$ cat config.mk
export PLATFORM = sky130hd
export DESIGN_NAME = form_field_url_decoder
export DESIGN_NICKNAME = d
export VERILOG_FILES = /design/src/rtl/ffud_pkg.sv /design/src/rtl/form_field_url_decoder.sv /design/src/rtl/ffud_core.sv /design/src/rtl/ffud_out_reg.sv
export SDC_FILE = /design/constraint.sdc
export NUM_CORES = 1
export LEC_CHECK = 0
export BUFFER_PORTS_ARGS = -buffer_cell sky130_fd_sc_hd__clkbuf_2
export CAP_MARGIN = 10
export CORE_MARGIN = 4
export CORE_UTILIZATION = 50
export CTS_BUF_LIST = sky130_fd_sc_hd__clkbuf_16
export DETAILED_ROUTE_END_ITERATION = 8
export PLACE_DENSITY_LB_ADDON = 0.2
export SYNTH_ARGS = -nofsm -noshare
export SYNTH_HDL_FRONTEND = slang
export SYNTH_SLANG_ARGS = --single-unit
$ cat constraint.sdc
create_clock -name clk -period 9 [get_ports clk]
set_input_delay 1.8 -clock clk [delete_from_list [all_inputs] [get_ports clk]]
set_output_delay 1.8 -clock clk [all_outputs]
set_load 0.02 [all_outputs]
$ cat src/rtl/ffud_pkg.sv
// shared types and constants for the form field url decoder
// word structs, character codes, escape phases, register indexes, hex helper
// no dependencies
package ffud_pkg;

  // input word: one raw byte or an end-of-line mark
  typedef struct packed {
    logic [7:0] char_in;
    logic       end_of_line;
  } in_word_t;

  // output word: optional decoded byte and field end mark
  typedef struct packed {
    logic [7:0] out_byte;
    logic       byte_valid;
    logic       field_end;
  } out_word_t;

  // escape decoding phase
  typedef enum logic [1:0] {
    ESC_NONE = 2'd0,
    ESC_PCT  = 2'd1,
    ESC_HIGH = 2'd2
  } esc_phase_t;

  // configuration register indexes
  localparam logic REG_STOP_CHAR = 1'b0;
  localparam logic REG_MAX_LEN   = 1'b1;

  localparam int CFG_DATA_BITS = 10;
  localparam int MAX_LEN_BITS  = 10;

  localparam logic [7:0] STOP_CHAR_RESET = 8'd38;
  localparam logic [9:0] MAX_LEN_RESET   = 10'd255;

  // character codes
  localparam logic [7:0] CH_PERCENT = 8'h25;
  localparam logic [7:0] CH_PLUS    = 8'h2B;
  localparam logic [7:0] CH_SPACE   = 8'h20;
  localparam logic [7:0] CH_ZERO    = 8'h30;
  localparam logic [7:0] CH_NINE    = 8'h39;
  localparam logic [7:0] CH_UPPER_A = 8'h41;
  localparam logic [7:0] CH_UPPER_F = 8'h46;
  localparam logic [7:0] CH_LOWER_A = 8'h61;
  localparam logic [7:0] HEX_TEN    = 8'd10;
  localparam int         NIBBLE     = 4;

  // lenient hex digit value, anything outside 0-9 and A-F maps as c - 'a' + 10
  function automatic logic [7:0] hex_value(input logic [7:0] c);
    logic [7:0] v;
    if (c >= CH_ZERO && c <= CH_NINE) begin
      v = c - CH_ZERO;
    end else if (c >= CH_UPPER_A && c <= CH_UPPER_F) begin
      v = c - CH_UPPER_A + HEX_TEN;
    end else begin
      v = c - CH_LOWER_A + HEX_TEN;
    end
    return v;
  endfunction

endpackage

$ cat src/rtl/form_field_url_decoder.sv
// Form field url decoder: splits a form-urlencoded byte stream into fields
// and percent-decodes each one (plus as space), one result word per input word.
// Input channel item_valid/item_ready/item carries a raw byte or an
// end-of-line mark; output channel result_valid/result_ready/result carries
// an optional decoded byte and a field end flag.
// Configuration: cfg_we writes cfg_data into register cfg_index
// (0 stop character, 1 max kept length); write only while idle.
// An accepted word passes the input register and then the output register,
// where result_valid rises. Throughput: one word per cycle while the
// receiver keeps result_ready high.
// Reset clears field state, restores stop '&' and length 255, and empties
// both registers. When the receiver stalls, the output register holds its
// word, the input register takes one more word if empty, then item_ready drops.
// Depends on ffud_pkg, ffud_core, ffud_out_reg.
module form_field_url_decoder
  import ffud_pkg::*;
#(
  parameter int COUNT_BITS = 10
) (
  input  logic                     clk,
  input  logic                     rst,
  input  logic                     cfg_we,
  input  logic                     cfg_index,
  input  logic [CFG_DATA_BITS-1:0] cfg_data,
  input  logic                     item_valid,
  output logic                     item_ready,
  input  in_word_t                 item,
  output logic                     result_valid,
  input  logic                     result_ready,
  output out_word_t                result
);

  logic [7:0]              stop_char;
  logic [MAX_LEN_BITS-1:0] max_len;
  logic                    res_load;
  logic                    res_ready;
  out_word_t               res_word;

  // configuration registers
  always_ff @(posedge clk) begin
    if (rst) begin
      stop_char <= STOP_CHAR_RESET;
      max_len   <= MAX_LEN_RESET;
    end else if (cfg_we) begin
      case (cfg_index)
        REG_STOP_CHAR: stop_char <= cfg_data[7:0];
        REG_MAX_LEN:   max_len   <= cfg_data[MAX_LEN_BITS-1:0];
        default:       stop_char <= stop_char;
      endcase
    end
  end

  // decode stage
  ffud_core #(
    .COUNT_BITS(COUNT_BITS)
  ) u_core (
    .clk       (clk),
    .rst       (rst),
    .stop_char (stop_char),
    .max_len   (max_len),
    .item_valid(item_valid),
    .item_ready(item_ready),
    .item      (item),
    .res_load  (res_load),
    .res_ready (res_ready),
    .res_word  (res_word)
  );

  // result register
  ffud_out_reg u_out (
    .clk         (clk),
    .rst         (rst),
    .load        (res_load),
    .load_ready  (res_ready),
    .word        (res_word),
    .result_valid(result_valid),
    .result_ready(result_ready),
    .result      (result)
  );

endmodule

$ cat src/rtl/ffud_core.sv
// input register, per-field state and single pass decode of one byte
// depends on ffud_pkg
module ffud_core
  import ffud_pkg::*;
#(
  parameter int COUNT_BITS = 10
) (
  input  logic                    clk,
  input  logic                    rst,
  input  logic [7:0]              stop_char,
  input  logic [MAX_LEN_BITS-1:0] max_len,
  input  logic                    item_valid,
  output logic                    item_ready,
  input  in_word_t                item,
  output logic                    res_load,
  input  logic                    res_ready,
  output out_word_t               res_word
);

  localparam int LIM_BITS = (COUNT_BITS > MAX_LEN_BITS) ? COUNT_BITS : MAX_LEN_BITS;
  localparam logic [LIM_BITS-1:0] CAP = LIM_BITS'((64'd1 << COUNT_BITS) - 64'd1);

  // input register
  in_word_t hold;
  logic     hold_valid;

  // field state
  esc_phase_t            escape_phase, escape_phase_next;
  logic [7:0]            partial_byte, partial_byte_next;
  logic [COUNT_BITS-1:0] raw_count, raw_count_next;
  logic                  field_terminated, field_terminated_next;

  logic                  fire;
  logic                  is_end;
  logic                  keep;
  logic [LIM_BITS-1:0]   limit;
  logic [LIM_BITS-1:0]   max_len_ext;
  logic [LIM_BITS-1:0]   count_ext;
  logic [7:0]            ch;
  logic [7:0]            hv;
  logic [7:0]            sum;

  assign fire       = hold_valid && res_ready;
  assign item_ready = !hold_valid || res_ready;
  assign res_load   = fire;

  // input register load
  always_ff @(posedge clk) begin
    if (rst) begin
      hold_valid <= 1'b0;
    end else if (item_ready) begin
      hold_valid <= item_valid;
    end
  end

  always_ff @(posedge clk) begin
    if (item_ready && item_valid) begin
      hold <= item;
    end
  end

  // kept-byte limit, capped by the counter width
  assign max_len_ext = LIM_BITS'(max_len);
  assign count_ext   = LIM_BITS'(raw_count);
  assign limit       = (max_len_ext < CAP) ? max_len_ext : CAP;
  assign keep        = count_ext < limit;

  assign is_end = hold.end_of_line || hold.char_in == 8'd0 || hold.char_in == stop_char;
  assign ch     = (hold.char_in == CH_PLUS) ? CH_SPACE : hold.char_in;
  assign hv     = hex_value(ch);
  assign sum    = partial_byte + hv;

  // decode and next state
  always_comb begin
    escape_phase_next     = escape_phase;
    partial_byte_next     = partial_byte;
    raw_count_next        = raw_count;
    field_terminated_next = field_terminated;
    res_word              = '0;
    if (is_end) begin
      res_word.field_end = 1'b1;
      if (!field_terminated) begin
        if (escape_phase == ESC_PCT) begin
          res_word.out_byte   = CH_PERCENT;
          res_word.byte_valid = 1'b1;
        end else if (escape_phase == ESC_HIGH && partial_byte != 8'd0) begin
          res_word.out_byte   = partial_byte;
          res_word.byte_valid = 1'b1;
        end
      end
      escape_phase_next     = ESC_NONE;
      partial_byte_next     = 8'd0;
      raw_count_next        = '0;
      field_terminated_next = 1'b0;
    end else if (keep) begin
      raw_count_next = raw_count + 1'b1;
      if (!field_terminated) begin
        case (escape_phase)
          ESC_NONE: begin
            if (ch == CH_PERCENT) begin
              escape_phase_next = ESC_PCT;
            end else begin
              res_word.out_byte   = ch;
              res_word.byte_valid = 1'b1;
            end
          end
          ESC_PCT: begin
            partial_byte_next = {hv[NIBBLE-1:0], {NIBBLE{1'b0}}};
            escape_phase_next = ESC_HIGH;
          end
          default: begin
            escape_phase_next = ESC_NONE;
            partial_byte_next = 8'd0;
            if (sum == 8'd0) begin
              field_terminated_next = 1'b1;
            end else begin
              res_word.out_byte   = sum;
              res_word.byte_valid = 1'b1;
            end
          end
        endcase
      end
    end
  end

  // state update when a word moves on
  always_ff @(posedge clk) begin
    if (rst) begin
      escape_phase     <= ESC_NONE;
      partial_byte     <= 8'd0;
      raw_count        <= '0;
      field_terminated <= 1'b0;
    end else if (fire) begin
      escape_phase     <= escape_phase_next;
      partial_byte     <= partial_byte_next;
      raw_count        <= raw_count_next;
      field_terminated <= field_terminated_next;
    end
  end

endmodule

$ cat src/rtl/ffud_out_reg.sv
// output register holding one decoded word until the receiver takes it
// depends on ffud_pkg
module ffud_out_reg
  import ffud_pkg::*;
(
  input  logic      clk,
  input  logic      rst,
  input  logic      load,
  output logic      load_ready,
  input  out_word_t word,
  output logic      result_valid,
  input  logic      result_ready,
  output out_word_t result
);

  assign load_ready = !result_valid || result_ready;

  // valid flag
  always_ff @(posedge clk) begin
    if (rst) begin
      result_valid <= 1'b0;
    end else if (load_ready) begin
      result_valid <= load;
    end
  end

  // payload
  always_ff @(posedge clk) begin
    if (load_ready && load) begin
      result <= word;
    end
  end

endmodule

==> results of run 1 <==
worst max-delay path, cell delays in order:
cell and delay, ns:
clkbuf_2 0.08, nor2b_1 0.21, nand2_1 0.10, clkbuf_2 0.16
cell usage after synthesis, types with 2 or more instances:
| cell type | instances | area, sq um |
|---|---|---|
| a22oi_1 | 3 | 22.5 |
| nor2_1 | 20 | 75.1 |
| a21oi_1 | 27 | 135 |
| dfxtp_1 | 37 | 741 |
| o2bb2ai_1 | 3 | 26.3 |
| nand4_1 | 6 | 37.5 |
| o21a_1 | 4 | 30.0 |
| a32oi_1 | 7 | 61.3 |
| o2111ai_1 | 3 | 26.3 |
| nor2b_1 | 9 | 56.3 |
| o21ai_0 | 18 | 90.1 |
| inv_1 | 18 | 67.6 |
| buf_1 | 2 | 7.51 |
| and2_1 | 2 | 12.5 |
| a21o_1 | 4 | 30.0 |
| a32o_1 | 2 | 20.0 |
| nor3_1 | 5 | 25.0 |
| nand2b_1 | 9 | 56.3 |
| o211a_1 | 3 | 30.0 |
| nand2_1 | 49 | 184 |
| edfxtp_1 | 19 | 571 |
| xnor2_1 | 9 | 78.8 |
| a211oi_1 | 3 | 22.5 |
| clkbuf_1 | 10 | 37.5 |
| ha_1 | 23 | 288 |
| or3_1 | 13 | 81.3 |
| nand3_1 | 29 | 145 |
| buf_6 | 2 | 22.5 |
| xor2_1 | 6 | 52.6 |
| buf_2 | 4 | 20.0 |
| a31oi_1 | 3 | 18.8 |
| o22ai_1 | 4 | 25.0 |
| a2111oi_0 | 2 | 17.5 |
kinds of logic (layout without fill, tap and decap cells):
family / after synthesis / after routing / share of synthesized area, %
flip-flops: 56 / 56 / 39.0
AO/OA/AOI/OAI: 96 / 96 / 19.3
buffers and inverters: 36 / 63 / 4.61
AND/OR/NAND/NOR: 151 / 151 / 22.3
multiplexers: 3 / 3 / 1.08
XOR/XNOR: 16 / 16 / 4.57
adder cells (fa/ha/maj): 24 / 24 / 9.15
layer usage:
metal / track usage, % / up-vias / part of all wire [%] / routed length (microns)
met5: 0 / - / 0 / 0
met4: 3.83 / 0 / 0.79 / 57
met3: 2.75 / 7 / 4.8 / 344
met2: 28.5 / 72 / 46 / 3310
met1: 25.2 / 1291 / 48 / 3460
li1: - / 1443 / - / -
through the flow:
step | total power, mW | util (%)
after global routing | 0.595 | 57.7
after floorplan | 0.343 | -
after detailed placement | 0.365 | 55.2
final | 0.566 | 57.7
after CTS | 0.569 | 57.7
after global placement | 0.364 | 55.2
report_power, final:
| part | switching, mW | internal [mW] |
|---|---|---|
| Clock | 0.0856 | 0.120 |
| Sequential | 0.0118 | 0.273 |
| Combinational | 0.0451 | 0.0298 |
| Total | 0.143 | 0.423 |
flip-flops by register name, indices dropped and copies added (netlist names):
register and cells:
u_out.result_valid 1, stop_char 8, u_core.hold 9, u_core.partial_byte 4
max_len 10, u_core.field_terminated 1, u_core.escape_phase 2, u_core.hold_valid 1
u_core.count_ext 10, u_out.result 10
area by class of cell:
cell class / count / area (sq um)
Fill cell: 586 / 2740
Clock inverter: 2 / 11.3
Multi-Input combinational cell: 290 / 1900
Inverter: 18 / 67.6
Timing Repair Buffer: 37 / 188
Sequential cell: 56 / 1310
Clock buffer: 6 / 150
Tap cell: 77 / 96.3
worst min path at each step:
| stage | slack [ns] | cells after the start | start | to |
|---|---|---|---|---|
| after CTS | 0.46 | 2 | max_len[8] | max_len[8] |
| final | 0.46 | 2 | max_len[8] | max_len[8] |
| after floorplan | 0.44 | 2 | max_len[8] | max_len[8] |
| after detailed placement | 0.45 | 2 | max_len[8] | max_len[8] |
| after global routing | 0.47 | 2 | max_len[8] | max_len[8] |
| after global placement | 0.45 | 2 | max_len[8] | max_len[8] |
==> impl_metrics.yaml, run 1 <==
status:
  status: "finished clean"
detailed_routing:
  drt_first_pass_iters: 5
  antenna_left: 0
  via_count: 2813
  routed_wl_microns: 7180
  avgViaCountPerCell: 5.79
  wire_per_inst_microns: 14.8
  drc: 0
  drt_iter0_drc: 156
grt:
  gr-total-overflow: 0
  grt_max_degree: 19
  grt_pass1_vias: 2583
  grt_usage_pct: 17.7
  grt_pass1_wl_microns: 12200
  antenna_found_initial: 0
sta:
  finalSetupTns_ns: 0
  hold_viol: 0
  slew_violations: 0
  layout_setup_ws_ns: 4.85
  rsz0062_at_grt: "no"
  whs_ns: 0.463
  fin_crit_sh_pct: 46.1
  setup_viol: 0
  max_slew_margin_pct: 36.3
  layout_min_cycle_time_ns: 4.15
  finClkSkew_ns: 0.0102
  timing.fmax_ghz: 0.241
  tightest_slew_ns: 0.947
die:
  die_w_microns: 90.0
  boundaryPins: 37
  initial_core_util_pct: 52.1
  rows: 29
  die-area_sq_um: 8110
  die_h_microns: 90.0
  coreArea_sq_um: 6460
final_layout:
  final_common_cell: "nand2_1"
  fin_cells: 486
  most-common-layout-cells: "nand2_1 (49), dfxtp_1 (37), clkbuf_2 (36)"
  n_antenna_cell: 0
  syn2layout_area_growth_pct: 10.6
  drive_gt1_share_pct: 13.0
  fin_area_sq_um: 3720
  final_nets: 457
setup_path:
  cp.required_ns: 7.20
  critPathArrivalTime_ns: 2.35
  r2r_start: "u_core.hold[5]"
  r2r_end: "u_out.result[9]"
  cp_max_fo: 4
  r2r_setup_slack_ns: 4.94
  critPathCapture: "item_ready"
  path_class: "primary input to output port"
  endpoint_kind: "output port"
  start_kind: "primary input"
  worst-r2r-cell-count: 13
  crit_start: "result_ready"
placed_design:
  dp_slack_ns: 4.85
  dp_hpwl_microns: 5470
  place_area_sq_um: 3560
  portBuffers: 36
  dp_cells: 478
  gp_congestion: 0.910
clock_tree:
  clk_path_buf_depth: 2
  clock-sinks: 56
  htree_levels: 2
  ctsHoldBuffers: 0
  clk_pin_slew_worst_paths_ns: 0.07
  cts_made_buffers: 5
  postCtsResizedCells: 0
  cts_tree: "built"
  clk_latency_ns: 0.29
  cts_setup_buffers: 0
  cts_root_buf: "clkbuf_16"
yosys:
  synth-edff-count: 19
  synth_ff_type: "dfxtp_1"
  yosysUniqueCellTypes: 57
  ys_warn_count: 0
  syn-num-nets: 431
  synthCells: 382
  synth_area_sq_um: 3370
  synth-seq-area-share_pct: 39.0
  synth-seq-cells: 56
  synthArstFlopShare_pct: 0
  avgSynthCellArea_sq_um: 8.81
power_and_ir_drop:
  power.density_nw_per_um2: 152
  ir_worst_vdd_mv: 0.107
  leakagePower_nw: 1.60
run:
  cap_violations: 0
worst_hold_path:
  worstHoldPathType: "flop to flop"
Note: power is estimated with default switching activity, not from simulation.
==> run 2, diff against run 1 <==
==> constraint.sdc (replaced) <==
create_clock -name clk -period 3.51 [get_ports clk]
set_input_delay 0.702 -clock clk [delete_from_list [all_inputs] [get_ports clk]]
set_output_delay 0.702 -clock clk [all_outputs]
set_load 0.02 [all_outputs]
==> impl_metrics.yaml, run 2 (synthesized netlist as in run 1, its figures left out) <==
detailed_routing:
  avgViaCountPerCell: 5.88
  routed_wl_microns: 7850
  via_count: 3019
  drt_first_pass_iters: 5
  wire_per_inst_microns: 15.3
  antenna_left: 0
  drt_iter0_drc: 213
  drc: 0
final_layout:
  drive_gt1_share_pct: 21.3
  n_antenna_cell: 0
  fin_cells: 513
  final_nets: 484
  syn2layout_area_growth_pct: 18.6
  final_common_cell: "nand2_1"
  most-common-layout-cells: "nand2_1 (49), dfxtp_1 (37), clkbuf_2 (36)"
  fillers: 578
grt:
  antenna_found_initial: 0
  gr-total-overflow: 0
  grt_usage_pct: 18.9
  grt_pass1_wl_microns: 12900
  grt_max_degree: 20
  grt_pass1_vias: 2744
sta:
  setup_viol: 0
  fin_crit_sh_pct: 96.5
  slew_violations: 0
  hold_viol: 0
  finClkSkew_ns: 0.00940
  whs_ns: 0.458
  tightest_slew_ns: 0.947
  layout_min_cycle_time_ns: 3.39
  finalSetupTns_ns: 0
  max_slew_margin_pct: 36.3
  timing.fmax_ghz: 0.295
run:
  cap_violations: 0
power_and_ir_drop:
  leakagePower_nw: 1.73
  ir_worst_vdd_mv: 0.205
  total_power_mw: 1.47
  power.density_nw_per_um2: 369
setup_path:
  worst-r2r-cell-count: 13
  cp_max_fo: 4
  r2r_setup_slack_ns: 0.12
  r2r_start: "u_core.hold[8]"
  endpoint_kind: "flop"
  start_kind: "flop"
  r2r_end: "u_out.result[9]"
  cp.required_ns: 3.56
  critPathArrivalTime_ns: 3.44
  path_class: "flop to flop"
clock_tree:
  cts_root_buf: "clkbuf_16"
  clk_path_buf_depth: 2
  cts_made_buffers: 5
  htree_levels: 2
  cts_tree: "built"
  clock-sinks: 56
  clk_pin_slew_worst_paths_ns: 0.07
  clk_latency_ns: 0.30
worst_hold_path:
  hold_path.startpoint: "max_len[8]"
  whs_path_depth: 2
  hold-path-endpoint: "max_len[8]"
  worstHoldPathType: "flop to flop"
die:
  die-area_sq_um: 8110
  initial_core_util_pct: 52.1
  rows: 29
  boundaryPins: 37
  die_w_microns: 90.0
  coreArea_sq_um: 6460
  die_h_microns: 90.0
placed_design:
  dp_hpwl_microns: 5900
  dp_cells: 495
  gp_congestion: 0.941
  portBuffers: 36
status:
  status: "finished clean"
-- run 2: cell count changes in the layout (fill, tap and decap cells not counted), sizes merged --
cell    previous run  this run
buf                1        28
inv               19        20
clkbuf            42        41
-- run 2: area by class of cell --
cell class                 instances  area [sq um]  area share (%)
multi-input combinational        290          1970            49.5
sequential                        56          1310            32.9
timing repair buffer              64           390            9.78
clock buffer                       5           125            3.14
tap                               77          96.3            2.41
inverter                          18          67.6            1.69
clock inverter                     3          26.3           0.659
-- run 2: power breakdown --
part           switching [mW]  leakage (nW)  internal, mW
combinational           0.139          1.17        0.0995
clock                   0.242        0.0762         0.272
sequential             0.0198         0.486         0.700
-- run 2: metrics by stage --
| step | utilization, % | cell area, sq um | setup slack, ns |
|---|---|---|---|
| final | 61.8 | 3990 | 0.122 |
| after global routing | 61.8 | 3990 | -0.0124 |
| after CTS | 59.6 | 3850 | 0.0192 |
| after detailed placement | 57.2 | 3700 | -0.0325 |
| after global placement | 57.2 | 3700 | 0.0753 |
| after floorplan | - | 3370 | 0.0277 |
-- run 2: what timing repair did --
item | 4_1_cts | 5_1_grt
hold buffers | 0 | 0
pin swaps | 1 | 11
buffers inserted | 0 | 10
resized for setup | 0 | 16
endpoints found under the setup margin | 1 | 3
-- run 2: routing by layer --
| layer | share of wire, % | GRT usage, % |
|---|---|---|
| met1 | 45 | 25.7 |
| met2 | 48 | 31.5 |
| met3 | 5.4 | 2.67 |
| met4 | 1.3 | 4.97 |
| met5 | 0 | 0 |
-- run 2: worst max-delay path: stages (launching register included) --
cell      delay, ns
edfxtp_1       0.44
or3_4          0.43
or2_4          0.25
a32o_2         0.26
nand2_1        0.07
xnor3_1        0.37
o21ai_1        0.14
buf_4          0.14
ha_4           0.19
a21o_1         0.16
a21oi_2        0.12
xnor2_1        0.09
xor2_1         0.20
a32o_1         0.28
-- run 2: how the worst max path moves through the flow --
stage,start,end,cells past startpoint
floorplan,u_core.hold[5],u_out.result[9],16
global placement,u_core.hold[6],u_out.result[9],14
CTS,u_core.hold[6],u_out.result[9],14
detailed placement,u_core.hold[6],u_out.result[9],14
finish,u_core.hold[8],u_out.result[9],13
global route,u_core.hold[8],u_out.result[9],13
==> run 3, diff against run 2 <==
--- a/config.mk
+++ b/config.mk
@@ -11,7 +11,8 @@
 export CORE_UTILIZATION = 50
 export CTS_BUF_LIST = sky130_fd_sc_hd__clkbuf_16
 export DETAILED_ROUTE_END_ITERATION = 8
-export PLACE_DENSITY_LB_ADDON = 0.2
+export PLACE_DENSITY = 0.72
 export SYNTH_ARGS = -nofsm -noshare
 export SYNTH_HDL_FRONTEND = slang
+export SYNTH_HIERARCHICAL = 1
 export SYNTH_SLANG_ARGS = --single-unit
==> impl_metrics.yaml, run 3 <==
sta:
  layout_min_cycle_time_ns: 3.61
  fin_crit_sh_pct: 103
  max_slew_margin_pct: 54.7
  tightest_slew_ns: 0.680
  slew_violations: 0
  timing.fmax_ghz: 0.277
  hold_viol: 0
  setup_viol: 1
  rsz0062_at_grt: "yes"
  finClkSkew_ns: 0.00998
  finalSetupTns_ns: -0.104
  layout_setup_ws_ns: -0.104
  whs_ns: 0.470
setup_path:
  cpPeakStageDelay_ns: 0.46
  crit_start: "u_core/hold[1]"
  r2r_start: "u_core/hold[1]"
  path_cells: "buf_4, nor4_4, a32o_2, o21ai_4, buf_4, a221o_1, ha_2, fa_2, xor2_1, nor3_2, o211ai_1, or3_1, o311a_1"
  path_class: "flop to flop"
  critPathArrivalTime_ns: 3.65
  cp_common_cell: "buf_4"
  crit_path_top_delay_cell: "edfxtp_1"
  endpoint_kind: "flop"
  cp.required_ns: 3.55
  cp_max_fo: 12
  start_kind: "flop"
yosys:
  synthArstFlopShare_pct: 0
  avgSynthCellArea_sq_um: 9.23
  synth_area_sq_um: 3550
  synth_top_cell_by_area: "dfxtp_1"
  synth-edff-count: 19
  syn-num-nets: 432
  synth_most_common_cell: "nor2_1"
  synth-seq-area-share_pct: 37.0
  synth_top_cell_area_share_pct: 20.9
  synthCells: 384
  ys_warn_count: 6
  synth_common_cells: "nor2_1 (40), dfxtp_1 (37), a21oi_1 (28)"
  synth-seq-cells: 56
  synth_area_leaders: "dfxtp_1 (21%), edfxtp_1 (16%), ha_1 (7.8%), xnor2_1 (4.9%), nor2_1 (4.2%)"
  synth_ff_type: "dfxtp_1"
  yosysUniqueCellTypes: 70
clock_tree:
  cts_made_buffers: 5
  cts_tree: "built"
  clk_path_buf_depth: 2
  clk_pin_slew_worst_paths_ns: 0.07
  clk_latency_ns: 0.29
  ctsHoldBuffers: 0
  clock-sinks: 56
  cts_root_buf: "clkbuf_16"
  htree_levels: 2
grt:
  antenna_found_initial: 0
  grt_pass1_vias: 2689
  grt_max_degree: 40
  grt_usage_pct: 18.1
  gr-total-overflow: 0
  grt_pass1_wl_microns: 12500
placed_design:
  dp_slack_ns: -0.148
  dp_hpwl_microns: 5860
  place_area_sq_um: 3930
  gp_congestion: 0.871
  portBuffers: 36
power_and_ir_drop:
  total_power_mw: 1.45
  power.density_nw_per_um2: 350
  ir_worst_vdd_mv: 0.226
  leakagePower_nw: 1.74
die:
  boundaryPins: 37
  initial_core_util_pct: 51.9
  coreArea_sq_um: 6830
  die-area_sq_um: 8500
  die_w_microns: 92.2
  die_h_microns: 92.2
  rows: 30
detailed_routing:
  antenna_left: 0
  via_count: 2859
  drc: 0
  drt_iter0_drc: 136
  routed_wl_microns: 7450
  wire_per_inst_microns: 14.0
  avgViaCountPerCell: 5.36
  drt_first_pass_iters: 4
final_layout:
  fin_area_sq_um: 4140
  drive_gt1_share_pct: 23.3
  final_nets: 484
  final_common_cell: "nor2_1"
  fillers: 621
  n_antenna_cell: 0
  most-common-layout-cells: "nor2_1 (40), dfxtp_1 (37), clkbuf_2 (36)"
  syn2layout_area_growth_pct: 16.7
status:
  status: "complete, but fails checks"
  violations: "negative setup slack"
run:
  cap_violations: 0
worst_hold_path:
  hold_path.startpoint: "max_len[3]"
  worstHoldPathType: "flop to flop"
run 3: cell types whose count changed in the layout (fill, tap and decap cells not counted), sizes merged, moves of 5 or more:
cell,delta
a211o,+6
or3,-11
nand3,-19
buf,+5
nand2,-31
xnor2,+11
nor2,+20
nand2b,+5
and3,+8
and2,+5
nand4bb,+5
mux2i,+5
run 3: path summary, 6_finish.rpt:
check	to	cells after the start	slack (ns)
setup / recovery	u_out/result[1]	13	-0.10
hold / removal	max_len[3]	1	0.47
hold reg to reg	max_len[3]	1	0.47
setup reg to reg	u_out/result[1]	13	-0.10
run 3: critical path: cells and delay by family (launching register included):
| family | cells | cell delay (ns) |
|---|---|---|
| xor+xnor | 1 | 0.19 |
| fa+ha+maj | 2 | 0.54 |
| simple gates | 3 | 0.76 |
| compound gates | 5 | 1.04 |
| buf+inv | 2 | 0.36 |
| flops | 1 | 0.46 |
run 3: metrics by stage:
stage,std cells,util (%)
floorplan,384,-
global placement,523,57.5
detailed placement,523,57.5
CTS,531,59.8
global route,533,60.5
finish,533,60.5
run 3: timing repair:
item | CTS | global route
resized for setup | 4 | 6
pin swaps | 1 | 0
setup buffers | 0 | 2
setup endpoints to repair | 1 | 2
run 3: power breakdown:
group	switching, mW	internal, mW
sequential	0.0185	0.700
clock	0.221	0.263
combinational	0.134	0.112
total	0.374	1.07
run 3: cell type report:
type	instances	area, sq um	share of cell area (%)
Timing Repair Buffer	69	428	10.3
Clock inverter	3	17.5	0.423
Inverter	22	82.6	2.00
Clock buffer	5	125	3.02
Sequential cell	56	1310	31.7
Multi-Input combinational cell	282	2050	49.6
Tap cell	96	120	2.90
run 3: routing by layer:
metal	GRT usage, %	up-vias	share of wire [%]
met1	25.6	1328	48
met3	2.71	6	3.8
li1	-	1477	-
met2	29.1	48	47
met4	4.33	0	0.98
met5	0	-	0
run 3: cells by family after synthesis:
group | after synthesis | share of synthesized area (%)
AND/OR/NAND/NOR | 134 | 20.9
adder cells (fa/ha/maj) | 23 | 8.33
XOR/XNOR | 22 | 5.43
AO/OA/AOI/OAI | 95 | 19.2
flip-flops | 56 | 37.0
buffers and inverters | 46 | 6.77
multiplexers | 8 | 2.33
